==> src/rtl/core/tes_pkg.sv <==
// ----------------------------------------------------------------------------
// Text encoding sniffer package
// Encoding codes, register indexes and shared types for the sniffer.
// ----------------------------------------------------------------------------
`timescale 1ns / 1ps
`default_nettype none

package tes_pkg;

   localparam int unsigned EncWidth = 3;
   localparam int unsigned SkipWidth = 2;

   // Result encoding codes.
   localparam logic [EncWidth-1:0] ENC_ANSI      = 3'd0;
   localparam logic [EncWidth-1:0] ENC_UTF8      = 3'd1;
   localparam logic [EncWidth-1:0] ENC_UTF8_MARK = 3'd2;
   localparam logic [EncWidth-1:0] ENC_UTF16_LE  = 3'd3;
   localparam logic [EncWidth-1:0] ENC_UTF16_BE  = 3'd4;

   // Configuration register indexes.
   localparam logic CSR_AUTO_DETECT     = 1'b0;
   localparam logic CSR_PRESET_ENCODING = 1'b1;

   localparam logic [EncWidth-1:0] PRESET_RESET = ENC_UTF8_MARK;

   // Mark bytes.
   localparam logic [7:0] UTF8_MARK_0 = 8'hef;
   localparam logic [7:0] UTF8_MARK_1 = 8'hbb;
   localparam logic [7:0] UTF8_MARK_2 = 8'hbf;
   localparam logic [7:0] UTF16_FF    = 8'hff;
   localparam logic [7:0] UTF16_FE    = 8'hfe;

   // Selection handed from the scanner side to the result register.
   typedef struct packed {
      logic [EncWidth-1:0] det_code;
      logic                auto_detect;
      logic [EncWidth-1:0] preset;
   } tes_sel_type;

   function automatic logic [SkipWidth-1:0] mark_skip(input logic [EncWidth-1:0] code);
      logic [SkipWidth-1:0] skip;
      skip = 2'd0;
      if (code == ENC_UTF8_MARK) begin
         skip = 2'd3;
      end else if (code == ENC_UTF16_LE || code == ENC_UTF16_BE) begin
         skip = 2'd2;
      end
      return skip;
   endfunction

endpackage

`default_nettype wire

==> src/rtl/core/tes_scan.sv <==
// ----------------------------------------------------------------------------
// Sniffer byte scanner
// Keeps the head bytes and UTF-8 scan flags of the current file and works
// out the detected encoding including the byte being transferred.
// ----------------------------------------------------------------------------
`timescale 1ns / 1ps
`default_nettype none

module tes_scan import tes_pkg::*; (
   input  wire logic                clock,
   input  wire logic                reset,
   input  wire logic                accept,
   input  wire logic [7:0]          data_byte,
   input  wire logic                last_byte,
   output logic      [EncWidth-1:0] det_code
);

   logic [1:0]  pos_ff,  pos_in,  pos_step;
   logic [23:0] head_ff, head_in, head_step;
   logic [1:0]  pend_ff, pend_in, pend_step;
   logic        bad_ff,  bad_in,  bad_step;
   logic        nu_ff,   nu_in,   nu_step;
   logic [7:0]  b0, b1, b2;

   always_comb begin
      pos_step  = pos_ff;
      head_step = head_ff;
      if (pos_ff != 2'd3) begin
         head_step = head_ff | (24'(data_byte) << {pos_ff, 3'b000});
         pos_step  = pos_ff + 2'd1;
      end

      pend_step = pend_ff;
      bad_step  = bad_ff;
      nu_step   = nu_ff;
      if (!nu_ff) begin
         if (pend_ff != 2'd0) begin
            if (data_byte[7:6] != 2'b10) begin
               bad_step = 1'b1;
            end
            pend_step = pend_ff - 2'd1;
            if (pend_step == 2'd0) begin
               if (bad_step) begin
                  nu_step = 1'b1;
               end
               bad_step = 1'b0;
            end
         end else if (data_byte[7]) begin
            if (data_byte[7:6] == 2'b10) begin
               nu_step = 1'b1;
            end else if (data_byte[7:5] == 3'b110) begin
               pend_step = 2'd1;
            end else if (data_byte[7:4] == 4'b1110) begin
               pend_step = 2'd2;
            end else begin
               nu_step = 1'b1;
            end
         end
      end
   end

   // The end of a file returns every flag to its reset value.
   always_comb begin
      if (last_byte) begin
         pos_in  = 2'd0;
         head_in = 24'd0;
         pend_in = 2'd0;
         bad_in  = 1'b0;
         nu_in   = 1'b0;
      end else begin
         pos_in  = pos_step;
         head_in = head_step;
         pend_in = pend_step;
         bad_in  = bad_step;
         nu_in   = nu_step;
      end
   end

   always_ff @(posedge clock) begin
      if (reset) begin
         pos_ff  <= 2'd0;
         head_ff <= 24'd0;
         pend_ff <= 2'd0;
         bad_ff  <= 1'b0;
         nu_ff   <= 1'b0;
      end else if (accept) begin
         pos_ff  <= pos_in;
         head_ff <= head_in;
         pend_ff <= pend_in;
         bad_ff  <= bad_in;
         nu_ff   <= nu_in;
      end
   end

   assign b0 = head_step[7:0];
   assign b1 = head_step[15:8];
   assign b2 = head_step[23:16];

   always_comb begin
      if (b0 == UTF16_FF && b1 == UTF16_FE) begin
         det_code = ENC_UTF16_LE;
      end else if (b0 == UTF16_FE && b1 == UTF16_FF) begin
         det_code = ENC_UTF16_BE;
      end else if (b0 == UTF8_MARK_0 && b1 == UTF8_MARK_1 && b2 == UTF8_MARK_2) begin
         det_code = ENC_UTF8_MARK;
      end else if (nu_step) begin
         det_code = ENC_ANSI;
      end else begin
         det_code = ENC_UTF8;
      end
   end

   // Once the scan has failed, no sequence is left open.
   a_failed_closed: assert property (@(posedge clock) disable iff (reset)
      nu_ff |-> (pend_ff == 2'd0 && !bad_ff))
      else $error("scan failed with an open sequence");

   // A lead never opens more than two continuations.
   a_pend_range: assert property (@(posedge clock) disable iff (reset)
      pend_ff != 2'd3)
      else $error("continuation count out of range");

   // A transfer of the final byte starts a fresh file.
   a_clear_at_end: assert property (@(posedge clock) disable iff (reset)
      (accept && last_byte) |=> (pos_ff == 2'd0 && head_ff == 24'd0 && !nu_ff))
      else $error("file state not cleared at end of file");

endmodule

`default_nettype wire

==> src/rtl/core/tes_result.sv <==
// ----------------------------------------------------------------------------
// Sniffer result register
// Chooses the detected or preset code and holds it until it is transferred.
// ----------------------------------------------------------------------------
`timescale 1ns / 1ps
`default_nettype none

module tes_result import tes_pkg::*; (
   input  wire logic                 clock,
   input  wire logic                 reset,
   input  wire logic                 load,
   input  wire tes_sel_type          sel,
   output logic                      rsp_valid,
   input  wire logic                 rsp_stall,
   output logic      [EncWidth-1:0]  rsp_encoding,
   output logic      [SkipWidth-1:0] rsp_header_bytes
);

   logic                 valid_ff, valid_in;
   logic [EncWidth-1:0]  enc_ff, enc_in;
   logic [SkipWidth-1:0] skip_ff, skip_in;

   assign enc_in   = sel.auto_detect ? sel.det_code : sel.preset;
   assign skip_in  = mark_skip(enc_in);
   assign valid_in = load | (valid_ff & rsp_stall);

   always_ff @(posedge clock) begin
      if (reset) begin
         valid_ff <= 1'b0;
      end else begin
         valid_ff <= valid_in;
      end
   end

   always_ff @(posedge clock) begin
      if (load) begin
         enc_ff  <= enc_in;
         skip_ff <= skip_in;
      end
   end

   assign rsp_valid        = valid_ff;
   assign rsp_encoding     = enc_ff;
   assign rsp_header_bytes = skip_ff;

   // A held result is never overwritten by a new one.
   a_no_overwrite: assert property (@(posedge clock) disable iff (reset)
      load |-> !(valid_ff && rsp_stall))
      else $error("result overwritten while stalled");

   // The skip count always matches the code it was loaded with.
   a_skip_matches: assert property (@(posedge clock) disable iff (reset)
      valid_ff |-> (skip_ff == mark_skip(enc_ff)))
      else $error("header byte count does not match encoding");

endmodule

`default_nettype wire

==> src/rtl/core/text_encoding_sniffer_unit.sv <==
// ----------------------------------------------------------------------------
// Text encoding sniffer unit
// Detects UTF-16 and UTF-8 marks and checks UTF-8 validity of a byte stream.
// ----------------------------------------------------------------------------
// Usage: the bytes of a file arrive on the req_ channel, one per transfer,
// with req_last_byte set on the final byte. One result is given per file on
// the rsp_ channel: the encoding code and the number of mark bytes to skip.
// Bytes that are not the last one give no result.
// Throughput is one byte per cycle while req_stall is low. The result of a file
// appears on rsp_ in the cycle after its last byte is transferred; the
// scan flags and the head-byte register are updated in that same cycle.
// A result waits in the output register while rsp_stall is high; req_stall
// is raised only while such a result is held, and it is dropped in the cycle
// the result is taken, so the input keeps streaming.
// The csr_ port writes auto_detect (index 0) and preset_encoding (index 1);
// it should be written only between files.
// Reset clears the file state and the output valid flag, sets auto_detect to
// one and preset_encoding to the UTF-8-with-mark code.
// ----------------------------------------------------------------------------
`timescale 1ns / 1ps
`default_nettype none

module text_encoding_sniffer_unit import tes_pkg::*; (
   input  wire logic                 clock,
   input  wire logic                 reset,
   input  wire logic                 req_valid,
   output logic                      req_stall,
   input  wire logic [7:0]           req_data_byte,
   input  wire logic                 req_last_byte,
   output logic                      rsp_valid,
   input  wire logic                 rsp_stall,
   output logic      [EncWidth-1:0]  rsp_encoding,
   output logic      [SkipWidth-1:0] rsp_header_bytes,
   input  wire logic                 csr_write_enable,
   input  wire logic                 csr_index,
   input  wire logic [EncWidth-1:0]  csr_write_data
);

   logic                auto_ff, auto_in;
   logic [EncWidth-1:0] preset_ff, preset_in;
   logic                accept;
   logic [EncWidth-1:0] det_code;
   tes_sel_type         sel;

   always_comb begin
      auto_in   = auto_ff;
      preset_in = preset_ff;
      if (csr_write_enable) begin
         unique case (csr_index)
            CSR_AUTO_DETECT:     auto_in   = csr_write_data[0];
            CSR_PRESET_ENCODING: preset_in = csr_write_data;
            default:             ;
         endcase
      end
   end

   always_ff @(posedge clock) begin
      if (reset) begin
         auto_ff   <= 1'b1;
         preset_ff <= PRESET_RESET;
      end else begin
         auto_ff   <= auto_in;
         preset_ff <= preset_in;
      end
   end

   assign req_stall = rsp_valid & rsp_stall;
   assign accept    = req_valid & ~req_stall;

   tes_scan u_scan (
      .clock     (clock),
      .reset     (reset),
      .accept    (accept),
      .data_byte (req_data_byte),
      .last_byte (req_last_byte),
      .det_code  (det_code)
   );

   assign sel.det_code    = det_code;
   assign sel.auto_detect = auto_ff;
   assign sel.preset      = preset_ff;

   tes_result u_result (
      .clock            (clock),
      .reset            (reset),
      .load             (accept & req_last_byte),
      .sel              (sel),
      .rsp_valid        (rsp_valid),
      .rsp_stall        (rsp_stall),
      .rsp_encoding     (rsp_encoding),
      .rsp_header_bytes (rsp_header_bytes)
   );

endmodule

`default_nettype wire

==> config.mk <==
export PLATFORM = sky130hd
export DESIGN_NAME = text_encoding_sniffer_unit
export DESIGN_NICKNAME = d
export VERILOG_FILES = /design/src/rtl/core/tes_pkg.sv /design/src/rtl/core/tes_scan.sv /design/src/rtl/core/tes_result.sv /design/src/rtl/core/text_encoding_sniffer_unit.sv
export SDC_FILE = /design/constraint.sdc
export NUM_CORES = 1
export LEC_CHECK = 0
export BUFFER_PORTS_ARGS = -buffer_cell sky130_fd_sc_hd__buf_2
export CORE_ASPECT_RATIO = 2
export CORE_MARGIN = 2
export CORE_UTILIZATION = 36
export CTS_BUF_LIST = sky130_fd_sc_hd__clkbuf_4
export DETAILED_ROUTE_END_ITERATION = 7
export PLACE_DENSITY = 0.56
export SLEW_MARGIN = 10
export SYNTH_ARGS = -nofsm -noshare
export SYNTH_HDL_FRONTEND = slang
export SYNTH_SLANG_ARGS = --single-unit
==> constraint.sdc <==
create_clock -name clock -period 5.65 [get_ports clock]
set_input_delay 1.695 -clock clock [delete_from_list [all_inputs] [get_ports clock]]
set_output_delay 1.695 -clock clock [all_outputs]
set_load 0.1 [all_outputs]
Word level (Yosys, flattened, before mapping)

Index checks and enable logic that the tools add are counted.

Flip-flop bits (word level): 40
Output and inout bits: 7
Logic and storage cells: 86
Input bits: 18

Reductions and logical operators: 16
Mux-type cells: 33
$add $sub $neg: 2
Eq/ne operators: 17
Shift operators: 1
Bitwise operators: 7

Operators with widths:

| operator                                       | number |
|---|---|
| == test 8 bit (second input constant)          | 7 |
| two-way mux 24 bit                             | 2 |
| bitwise OR 24 bit                              | 1 |
| left shift 8 x 5 -> 24 bit                     | 1 |
| two-way mux 2 bit                              | 10 |
| two-way mux 1 bit                              | 17 |
| two-way mux 3 bit                              | 4 |
| == test 3 x 2 -> 1 bit (second input constant) | 2 |
| == test 3 bit (second input constant)          | 2 |
| != test 2 bit (second input constant)          | 3 |
| AND reduction 2 bit                            | 3 |
| nonzero test 2 bit                             | 3 |
| AND reduction 5 bit                            | 1 |
| == test 4 bit (second input constant)          | 1 |
| logical AND 1 bit                              | 4 |
| nonzero test 4 bit                             | 1 |
| AND 1 bit                                      | 3 |
| != test 3 x 2 -> 1 bit (second input constant) | 1 |
| AND reduction 3 bit                            | 1 |
| nonzero test 3 bit                             | 1 |
| adder 2 x 1 -> 2 bit (second input constant)   | 1 |
| == test 2 bit (second input constant)          | 1 |
| zero test 2 bit                                | 1 |
| inverter 1 bit                                 | 2 |
| 3 further kinds                                | 3 |

Depth between registers and ports, before layout

Gate-level depths: netlist (run 1).

Word-level depth: 16
Mapped depth: 8

Hierarchy

Synthesis (run 1) repeated with hierarchy kept, for this count alone.

Cells, all modules: 223
Area total of the unflattened synthesis: 1940.6 sq um

By module, submodules not included:

| module                     | area each (sq um) | instances | cells an instance |
|---|---|---|---|
| tes_scan                   | 1519.0            | 1         | 188 |
| tes_result                 | 240.2             | 1         | 16 |
| text_encoding_sniffer_unit | 181.4             | 1         | 19 |

Least setup slack after synthesis (run 1)

Ideal clock, no wire load.

Kind: input port to output port
From: input rsp_stall
To: output req_stall
Arrival time: 2.431 ns
Required time: 3.955 ns
Stages: 2
Path slack: 1.524 ns
Cell sequence: nand2_1 -> inv_1

Word-level cells in the longest chain between the ends: 1

RTL lines:

| what               | RTL line                         | text |
|---|---|---|
| start: declaration | text_encoding_sniffer_unit.sv:31 | `input wire logic rsp_stall,` |
| AND 1 bit          | text_encoding_sniffer_unit.sv:67 | `assign req_stall = rsp_valid & rsp_stall;` |
| end: declaration   | text_encoding_sniffer_unit.sv:27 | `output logic req_stall,` |

No other way between the ends.

Worst setup path in the final report (run 1)

Same ends and word-level chain as after synthesis.

==> results of run 1 <==
==> worst max-delay path: cells and delay by family <==
kind | cells | cell delay, ns
buffers and inverters | 3 | 0.55
AND/OR/NAND/NOR | 1 | 0.11
==> cells in the mapped netlist (all sizes together) (2+ instances only) <==
library cell,instances
a21oi,40
dfxtp,35
nor2,33
nand2,19
inv,10
nand3,8
clkbuf,7
o21ai,6
buf,5
edfxtp,5
nor3,5
nor4b,4
a21o,3
and3,3
nor3b,3
or4,3
a211o,2
a211oi,2
a31oi,2
nand2b,2
nand3b,2
nor2b,2
o21bai,2
or3,2
or4bb,2
==> registers in the layout, summed over array words and instances, names as in the netlist <==
name	count
u_scan.head_ff	24
preset_ff	3
u_result.rsp_encoding	3
u_result.rsp_header_bytes	2
u_scan.pend_ff	2
u_scan.pos_ff	2
auto_ff	1
u_result.rsp_valid	1
u_scan.bad_ff	1
u_scan.nu_ff	1
==> worst paths after layout <==
path / to / slack, ns / cells past startpoint
max: req_stall / 1.60 / 4
min: preset_ff[0]$_SDFFE_PP0P_ / 0.47 / 2
max reg2reg: u_result.rsp_header_bytes[0]$_SDFFCE_PN1P_ / 2.27 / 7
min reg2reg: preset_ff[0]$_SDFFE_PP0P_ / 0.47 / 2
==> power by group through the flow <==
stage / Sequential [mW] / Clock (mW) / Combinational, mW
3_3_place_gp: 0.315 / 0 / 0.0834
6_report: 0.309 / 0.147 / 0.0835
4_1_cts: 0.309 / 0.153 / 0.0839
3_5_place_dp: 0.315 / 0 / 0.0836
2_1_floorplan: 0.328 / 0 / 0.0478
5_1_grt: 0.310 / 0.167 / 0.0917
==> metal layers <==
layer	wire, um	vias to the layer above	track usage [%]	share of wire (%)
met5	0	-	0	0
met4	153	0	7.84	3.3
met3	152	12	2.65	3.3
met2	2470	40	30.7	54
met1	1830	776	17.3	40
li1	-	864	-	-
==> layout make-up <==
cell class                      count  share of cell area [%]
Clock buffer                        7                    2.49
Timing Repair Buffer               24                    5.69
Inverter                           10                    1.78
Multi-Input combinational cell    167                    46.1
Tap cell                           58                    3.44
Sequential cell                    40                    40.3
Clock inverter                      1                   0.178
==> logic make-up after synthesis <==
logic type,Yosys count,share of synthesized area (%)
adders and majority gates,1,0.656
and+or+nand+nor,96,27.5
muxes,1,0.525
AOI/OAI and AO/OA,69,22.1
DFF,40,44.6
buffers and inverters,22,4.59
==> through the flow <==
stage / instance area (sq um) / power, mW / instances / setup WS (ns) / hold slack [ns]
final: 2110 / 0.539 / 307 / 1.60 / 0.465
after global routing: 2110 / 0.569 / 307 / 1.54 / 0.498
after CTS: 2110 / 0.545 / 307 / 1.60 / 0.469
after detailed placement: 2060 / 0.399 / 299 / 1.57 / 0.453
after global placement: 2060 / 0.398 / 299 / 1.60 / 0.447
after floorplan: 1910 / 0.375 / 229 / 1.52 / 0.430
==> impl_metrics.csv, run 1 <==
group,metric,value,unit
critical_path,timing.critical_path.fanout_max,6,
critical_path,timing.setup.critical_path_class,"input pin to primary output",
critical_path,critPathLaunch,"rsp_stall",
logic_synthesis,synth_enable_flop_cells,5,
floorplanning,start_util,37.1,%
floorplanning,die_width,55.5,um
finish,register_area,851,sq um
cts,path_clk_slew,0.10,ns
floorplanning,fp.dieH,107,um
min_path,hold_path.class,"flip-flop to flip-flop",
logic_synthesis,area_of_the_mapped_netlist,0.00191,sq mm
logic_synthesis,seq_area_frac_synth,44.6,%
sta,clock.fmax,0.247,GHz
route,drc_errors,0,
finish,leading_cell_types_in_the_layout_fill_and_taps_excluded,"40 x sky130_fd_sc_hd__a21oi_1, 35 x sky130_fd_sc_hd__dfxtp_1, 33 x sky130_fd_sc_hd__nor2_1",
grt,vias_in_the_first_global_route,1603,
finish,finalCoreUtilization,41.1,%
cts,cts-root-to-sink-buffers,2,
logic_synthesis,yosysUniqueCellTypes,52,
pwr,switchingPower,155,uW
pwr,portion_of_total_power_attributed_to_sequential_cells,57.3,%
finish,final_common_cell,"sky130_fd_sc_hd__a21oi_1",
run_status,run_status,"finished, final reports clean",
finish,fill_cells,554,
logic_synthesis,yosys.area.top_type_share,36.7,%
route,dr.first_iter.drc_count,48,
route,first_pass_iters,4,
finish,antenna-diode-count,0,
logic_synthesis,ys_async_sr_fraction,0,%
cts,clock-root-buffer,"sky130_fd_sc_hd__clkbuf_4",
finish,drive_above_1_share,16.9,%
floorplanning,fp.dieArea,0.00593,sq mm
sta,slew_violations,0,
pwr,clock_power_share,27.3,%
placement,place.detailed.hpwl,3450,um
critical_path,critical_path.max_stage_delay,0.41,ns
grt,grt_usage,16.4,%
pwr,peakVddDrop,0.159,mV
logic_synthesis,synth_area_leaders,"sky130_fd_sc_hd__dfxtp_1 37%, sky130_fd_sc_hd__a21oi_1 10%, sky130_fd_sc_hd__edfxtp_1 7.9%",
route,vias,1692,
sta,rsz_0062_raised_after_global_routing,"no",
cts,number_of_cts_inserted_buffers,5,
logic_synthesis,ys_warn_count,0,
cts,post_cts_resize_count,0,
sta,min_period_over_period,71.8,%
logic_synthesis,synth_cells,229,
cts,cts_tree,"yes",
cts,post-cts-setup-buffers,0,
sta,final.min_clock_period,4.05,ns
route,detail_route.wirelength,4610,um
sta,skew,0.0121,ns
grt,grt-ovfl-total,0,
critical_path,startpoint_type,"input pin",
placement,placement.io_buffers,24,
sta,report.final.setup_viol,0,
critical_path,worstPathArrival,2.36,ns
critical_path,setup.worst_path.end_class,"primary output",
floorplanning,boundaryPins,25,
grt,grt_start_max_net_pins,26,
finish,area_delta_synth_final,10.8,%
cts,cts_num_sinks,40,
placement,globalplace.congestion,0.743,
sta,hold_viol_final,0,
cts,worst_skew_pair_latency,0.34,ns
sta,max_slew_margin,38.6,%
critical_path,worstPathRequired,3.95,ns
pwr,powerDensity,255,mW/mm^2
floorplanning,placeableCoreArea,0.00514,sq mm
cts,holdBufCountCts,0,
sta,setup-tns-final,0,ns
route,post_drt_via_cell_ratio,5.51,
grt,grt_first_pass_wirelength,7720,um
pwr,p_int,384,uW
critical_path,crit_chain,"buf_2, nand2_1, inv_1, buf_2",
critical_path,worst_path_most_repeated_cell,"sky130_fd_sc_hd__buf_2",
finish,multi_input_area,975,sq um
min_path,hp-start,"preset_ff[0]$_SDFFE_PP0P_",
route,ant_nets,0,
critical_path,reg2reg_from,"u_scan.pos_ff[0]$_SDFFE_PP0P_",
logic_synthesis,cell_taking_the_most_area_after_synthesis,"sky130_fd_sc_hd__dfxtp_1",
pwr,netSwitchingFraction,28.8,%
logic_synthesis,synth-seq-cells,40,
route,post_drt_wl_per_cell,15.0,um
floorplanning,num_rows,37,
finish,finalNetCount,267,
logic_synthesis,synthesis.area_per_instance,8.33,sq um
flow_run,timing.max_cap.violations,0,
pwr,leakage,0.799,nW
grt,initial_antenna_violation_count,0,
pwr,power.share.combinational,15.5,%
critical_path,cpMaxStageDelayCell,"sky130_fd_sc_hd__buf_2",
cts,htreeDepth,2,
logic_synthesis,synth_flop_cell,"sky130_fd_sc_hd__dfxtp_1",
logic_synthesis,synth_fp_nets,248,
sta,worstMarginPinSlew,0.898,ns
Power figures use the tool's default switching activity.
==> run 2, diff against run 1 <==
--- a/config.mk
+++ b/config.mk
@@ -11,7 +11,7 @@
 export CORE_UTILIZATION = 36
 export CTS_BUF_LIST = sky130_fd_sc_hd__clkbuf_4
 export DETAILED_ROUTE_END_ITERATION = 7
-export PLACE_DENSITY = 0.56
+export PLACE_DENSITY = 0.58
 export SLEW_MARGIN = 10
 export SYNTH_ARGS = -nofsm -noshare
 export SYNTH_HDL_FRONTEND = slang
==> constraint.sdc (replaced) <==
create_clock -name clock -period 3.4 [get_ports clock]
set_input_delay 1.02 -clock clock [delete_from_list [all_inputs] [get_ports clock]]
set_output_delay 1.02 -clock clock [all_outputs]
set_load 0.1 [all_outputs]
==> impl_metrics.csv, run 2 (synthesized netlist as in run 1, its figures left out) <==
group,metric,value,unit
route,ant_nets,0,
critical_path,timing.setup.critical_path_class,"input pin to flip-flop",
critical_path,worstPathArrival,3.20,ns
cts,cts_tree,"yes",
pwr,switchingPower,267,uW
pwr,portion_of_total_power_attributed_to_sequential_cells,52.2,%
pwr,total_power,976,uW
finish,area_delta_synth_final,15.7,%
route,detail_route.wirelength,4830,um
run_status,run_status,"finished, final reports clean",
pwr,powerDensity,442,mW/mm^2
finish,final_common_cell,"sky130_fd_sc_hd__a21oi_1",
finish,drive_above_1_share,20.1,%
grt,initial_antenna_violation_count,1,
cts,worst_skew_pair_latency,0.34,ns
critical_path,startpoint_type,"input pin",
cts,post-cts-setup-buffers,0,
cts,number_of_cts_inserted_buffers,5,
sta,max_slew_margin,62.1,%
route,post_drt_wl_per_cell,15.2,um
grt,grt_start_max_net_pins,26,
cts,clock-root-buffer,"sky130_fd_sc_hd__clkbuf_4",
min_path,hp-start,"u_scan.head_ff[22]$_SDFFE_PP0P_",
critical_path,setup.worst_path.end_class,"flip-flop",
sta,worst_case_hold_slack,0.470,ns
placement,placement.io_buffers,24,
pwr,leakage,0.861,nW
route,first_pass_iters,4,
pwr,power.share.combinational,15.4,%
finish,leading_cell_types_in_the_layout_fill_and_taps_excluded,"40 x sky130_fd_sc_hd__a21oi_1, 35 x sky130_fd_sc_hd__dfxtp_1, 33 x sky130_fd_sc_hd__nor2_1",
cts,post_cts_resize_count,0,
placement,placed_cells,309,
critical_path,timing.critical_path.fanout_max,7,
pwr,netSwitchingFraction,27.3,%
min_path,hold_path.class,"flip-flop to flip-flop",
pwr,peakVddDrop,0.259,mV
floorplanning,num_rows,37,
sta,hold_viol_final,0,
floorplanning,fp.dieArea,0.00593,sq mm
critical_path,critPathLaunch,"req_data_byte[4]",
cts,holdBufCountCts,0,
critical_path,reg2reg_from,"u_scan.pos_ff[0]$_SDFFE_PP0P_",
grt,grt_first_pass_wirelength,8080,um
critical_path,regToRegEndpoint,"u_result.rsp_header_bytes[1]$_SDFFCE_PN1P_",
cts,cts-root-to-sink-buffers,2,
finish,layout.cells.non_filler,318,
finish,finalNetCount,277,
sta,final.min_clock_period,3.01,ns
sta,skew,0.00811,ns
sta,slew_violations,0,
cts,cts_num_sinks,40,
critical_path,timing.reg2reg.setup_slack,0.39,ns
critical_path,timing.critical_path.to,"u_result.rsp_header_bytes[1]$_SDFFCE_PN1P_",
grt,vias_in_the_first_global_route,1725,
route,drc_errors,0,
pwr,p_int,710,uW
sta,setup-tns-final,0,ns
floorplanning,boundaryPins,25,
placement,area_post_placement,0.00212,sq mm
pwr,clock_power_share,32.5,%
flow_run,timing.max_cap.violations,0,
route,post_drt_via_cell_ratio,5.53,
sta,worstMarginPinSlew,0.569,ns
floorplanning,placeableCoreArea,0.00514,sq mm
placement,globalplace.congestion,0.876,
finish,finalCoreUtilization,43.0,%
grt,grt-ovfl-total,0,
cts,path_clk_slew,0.12,ns
route,vias,1758,
critical_path,rr_worst_depth,8,
sta,clock.fmax,0.332,GHz
placement,placement.setup.worst_slack,0.0273,ns
sta,report.final.setup_viol,0,
grt,grt_usage,17.4,%
floorplanning,start_util,37.1,%
placement,place.detailed.hpwl,3610,um
route,dr.first_iter.drc_count,54,
sta,rsz_0062_raised_after_global_routing,"no",
critical_path,worstPathRequired,3.59,ns
sta,min_period_over_period,88.6,%
finish,design_area,0.00221,sq mm
cts,htreeDepth,2,
sta,setup_ws,0.388,ns
finish,biggest_register,"u_scan.head_ff",
floorplanning,die_width,55.5,um
finish,number_of_flip_flops_under_the_largest_register_name,24,
floorplanning,fp.dieH,107,um
run 2: changes by cell type in the layout (fill, tap and decap cells not counted):
cell                        previous run  this run
sky130_fd_sc_hd__buf_4                 0        10
sky130_fd_sc_hd__bufinv_16             0         1
sky130_fd_sc_hd__clkbuf_4              7         6
sky130_fd_sc_hd__clkinv_1              1         0
sky130_fd_sc_hd__clkinv_2              0         1
sky130_fd_sc_hd__diode_2               0         1
sky130_fd_sc_hd__nor4b_1               3         4
sky130_fd_sc_hd__nor4b_2               1         0
run 2: power by group through the flow:
stage	Sequential, mW	Clock, mW	Combinational (mW)
floorplan	0.544	0	0.0795
global placement	0.520	0	0.149
finish	0.510	0.317	0.150
CTS	0.510	0.329	0.150
detailed placement	0.520	0	0.150
global route	0.512	0.345	0.165
run 2: routing by layer:
metal / share of wire [%] / wire, um / GRT usage [%] / up-vias
li1: - / - / - / 883
met1: 39 / 1890 / 17.6 / 814
met2: 54 / 2600 / 33.2 / 48
met3: 3.5 / 169 / 2.65 / 13
met4: 3.5 / 167 / 9.23 / 0
met5: 0 / 0 / 0 / -
run 2: worst min-delay path by stage:
stage / endpoint / slack [ns] / cells after the start
after floorplan: u_scan.head_ff[1]$_SDFFE_PP0P_ / 0.43 / 2
after global placement: u_scan.head_ff[22]$_SDFFE_PP0P_ / 0.44 / 2
after detailed placement: u_scan.head_ff[22]$_SDFFE_PP0P_ / 0.45 / 2
after CTS: preset_ff[0]$_SDFFE_PP0P_ / 0.48 / 2
after global routing: u_scan.head_ff[8]$_SDFFE_PP0P_ / 0.51 / 2
final: u_scan.head_ff[22]$_SDFFE_PP0P_ / 0.47 / 2
run 2: critical path, cell delays in order:
cell                       delay [ns]
sky130_fd_sc_hd__buf_2           0.14
sky130_fd_sc_hd__or4b_1          0.47
sky130_fd_sc_hd__a222oi_1        0.39
sky130_fd_sc_hd__buf_4           0.18
sky130_fd_sc_hd__nand4b_1        0.09
sky130_fd_sc_hd__or4_4           0.53
sky130_fd_sc_hd__nor4b_1         0.17
sky130_fd_sc_hd__a211oi_2        0.20
run 2: layout make-up:
cell class | instances | area [sq um]
Fill cell | 550 | 2930
Multi-Input combinational cell | 167 | 968
Sequential cell | 40 | 851
Timing Repair Buffer | 34 | 195
Tap cell | 58 | 72.6
Clock buffer | 6 | 45.0
Inverter | 10 | 37.5
Clock inverter | 2 | 35.0
Antenna cell | 1 | 2.50
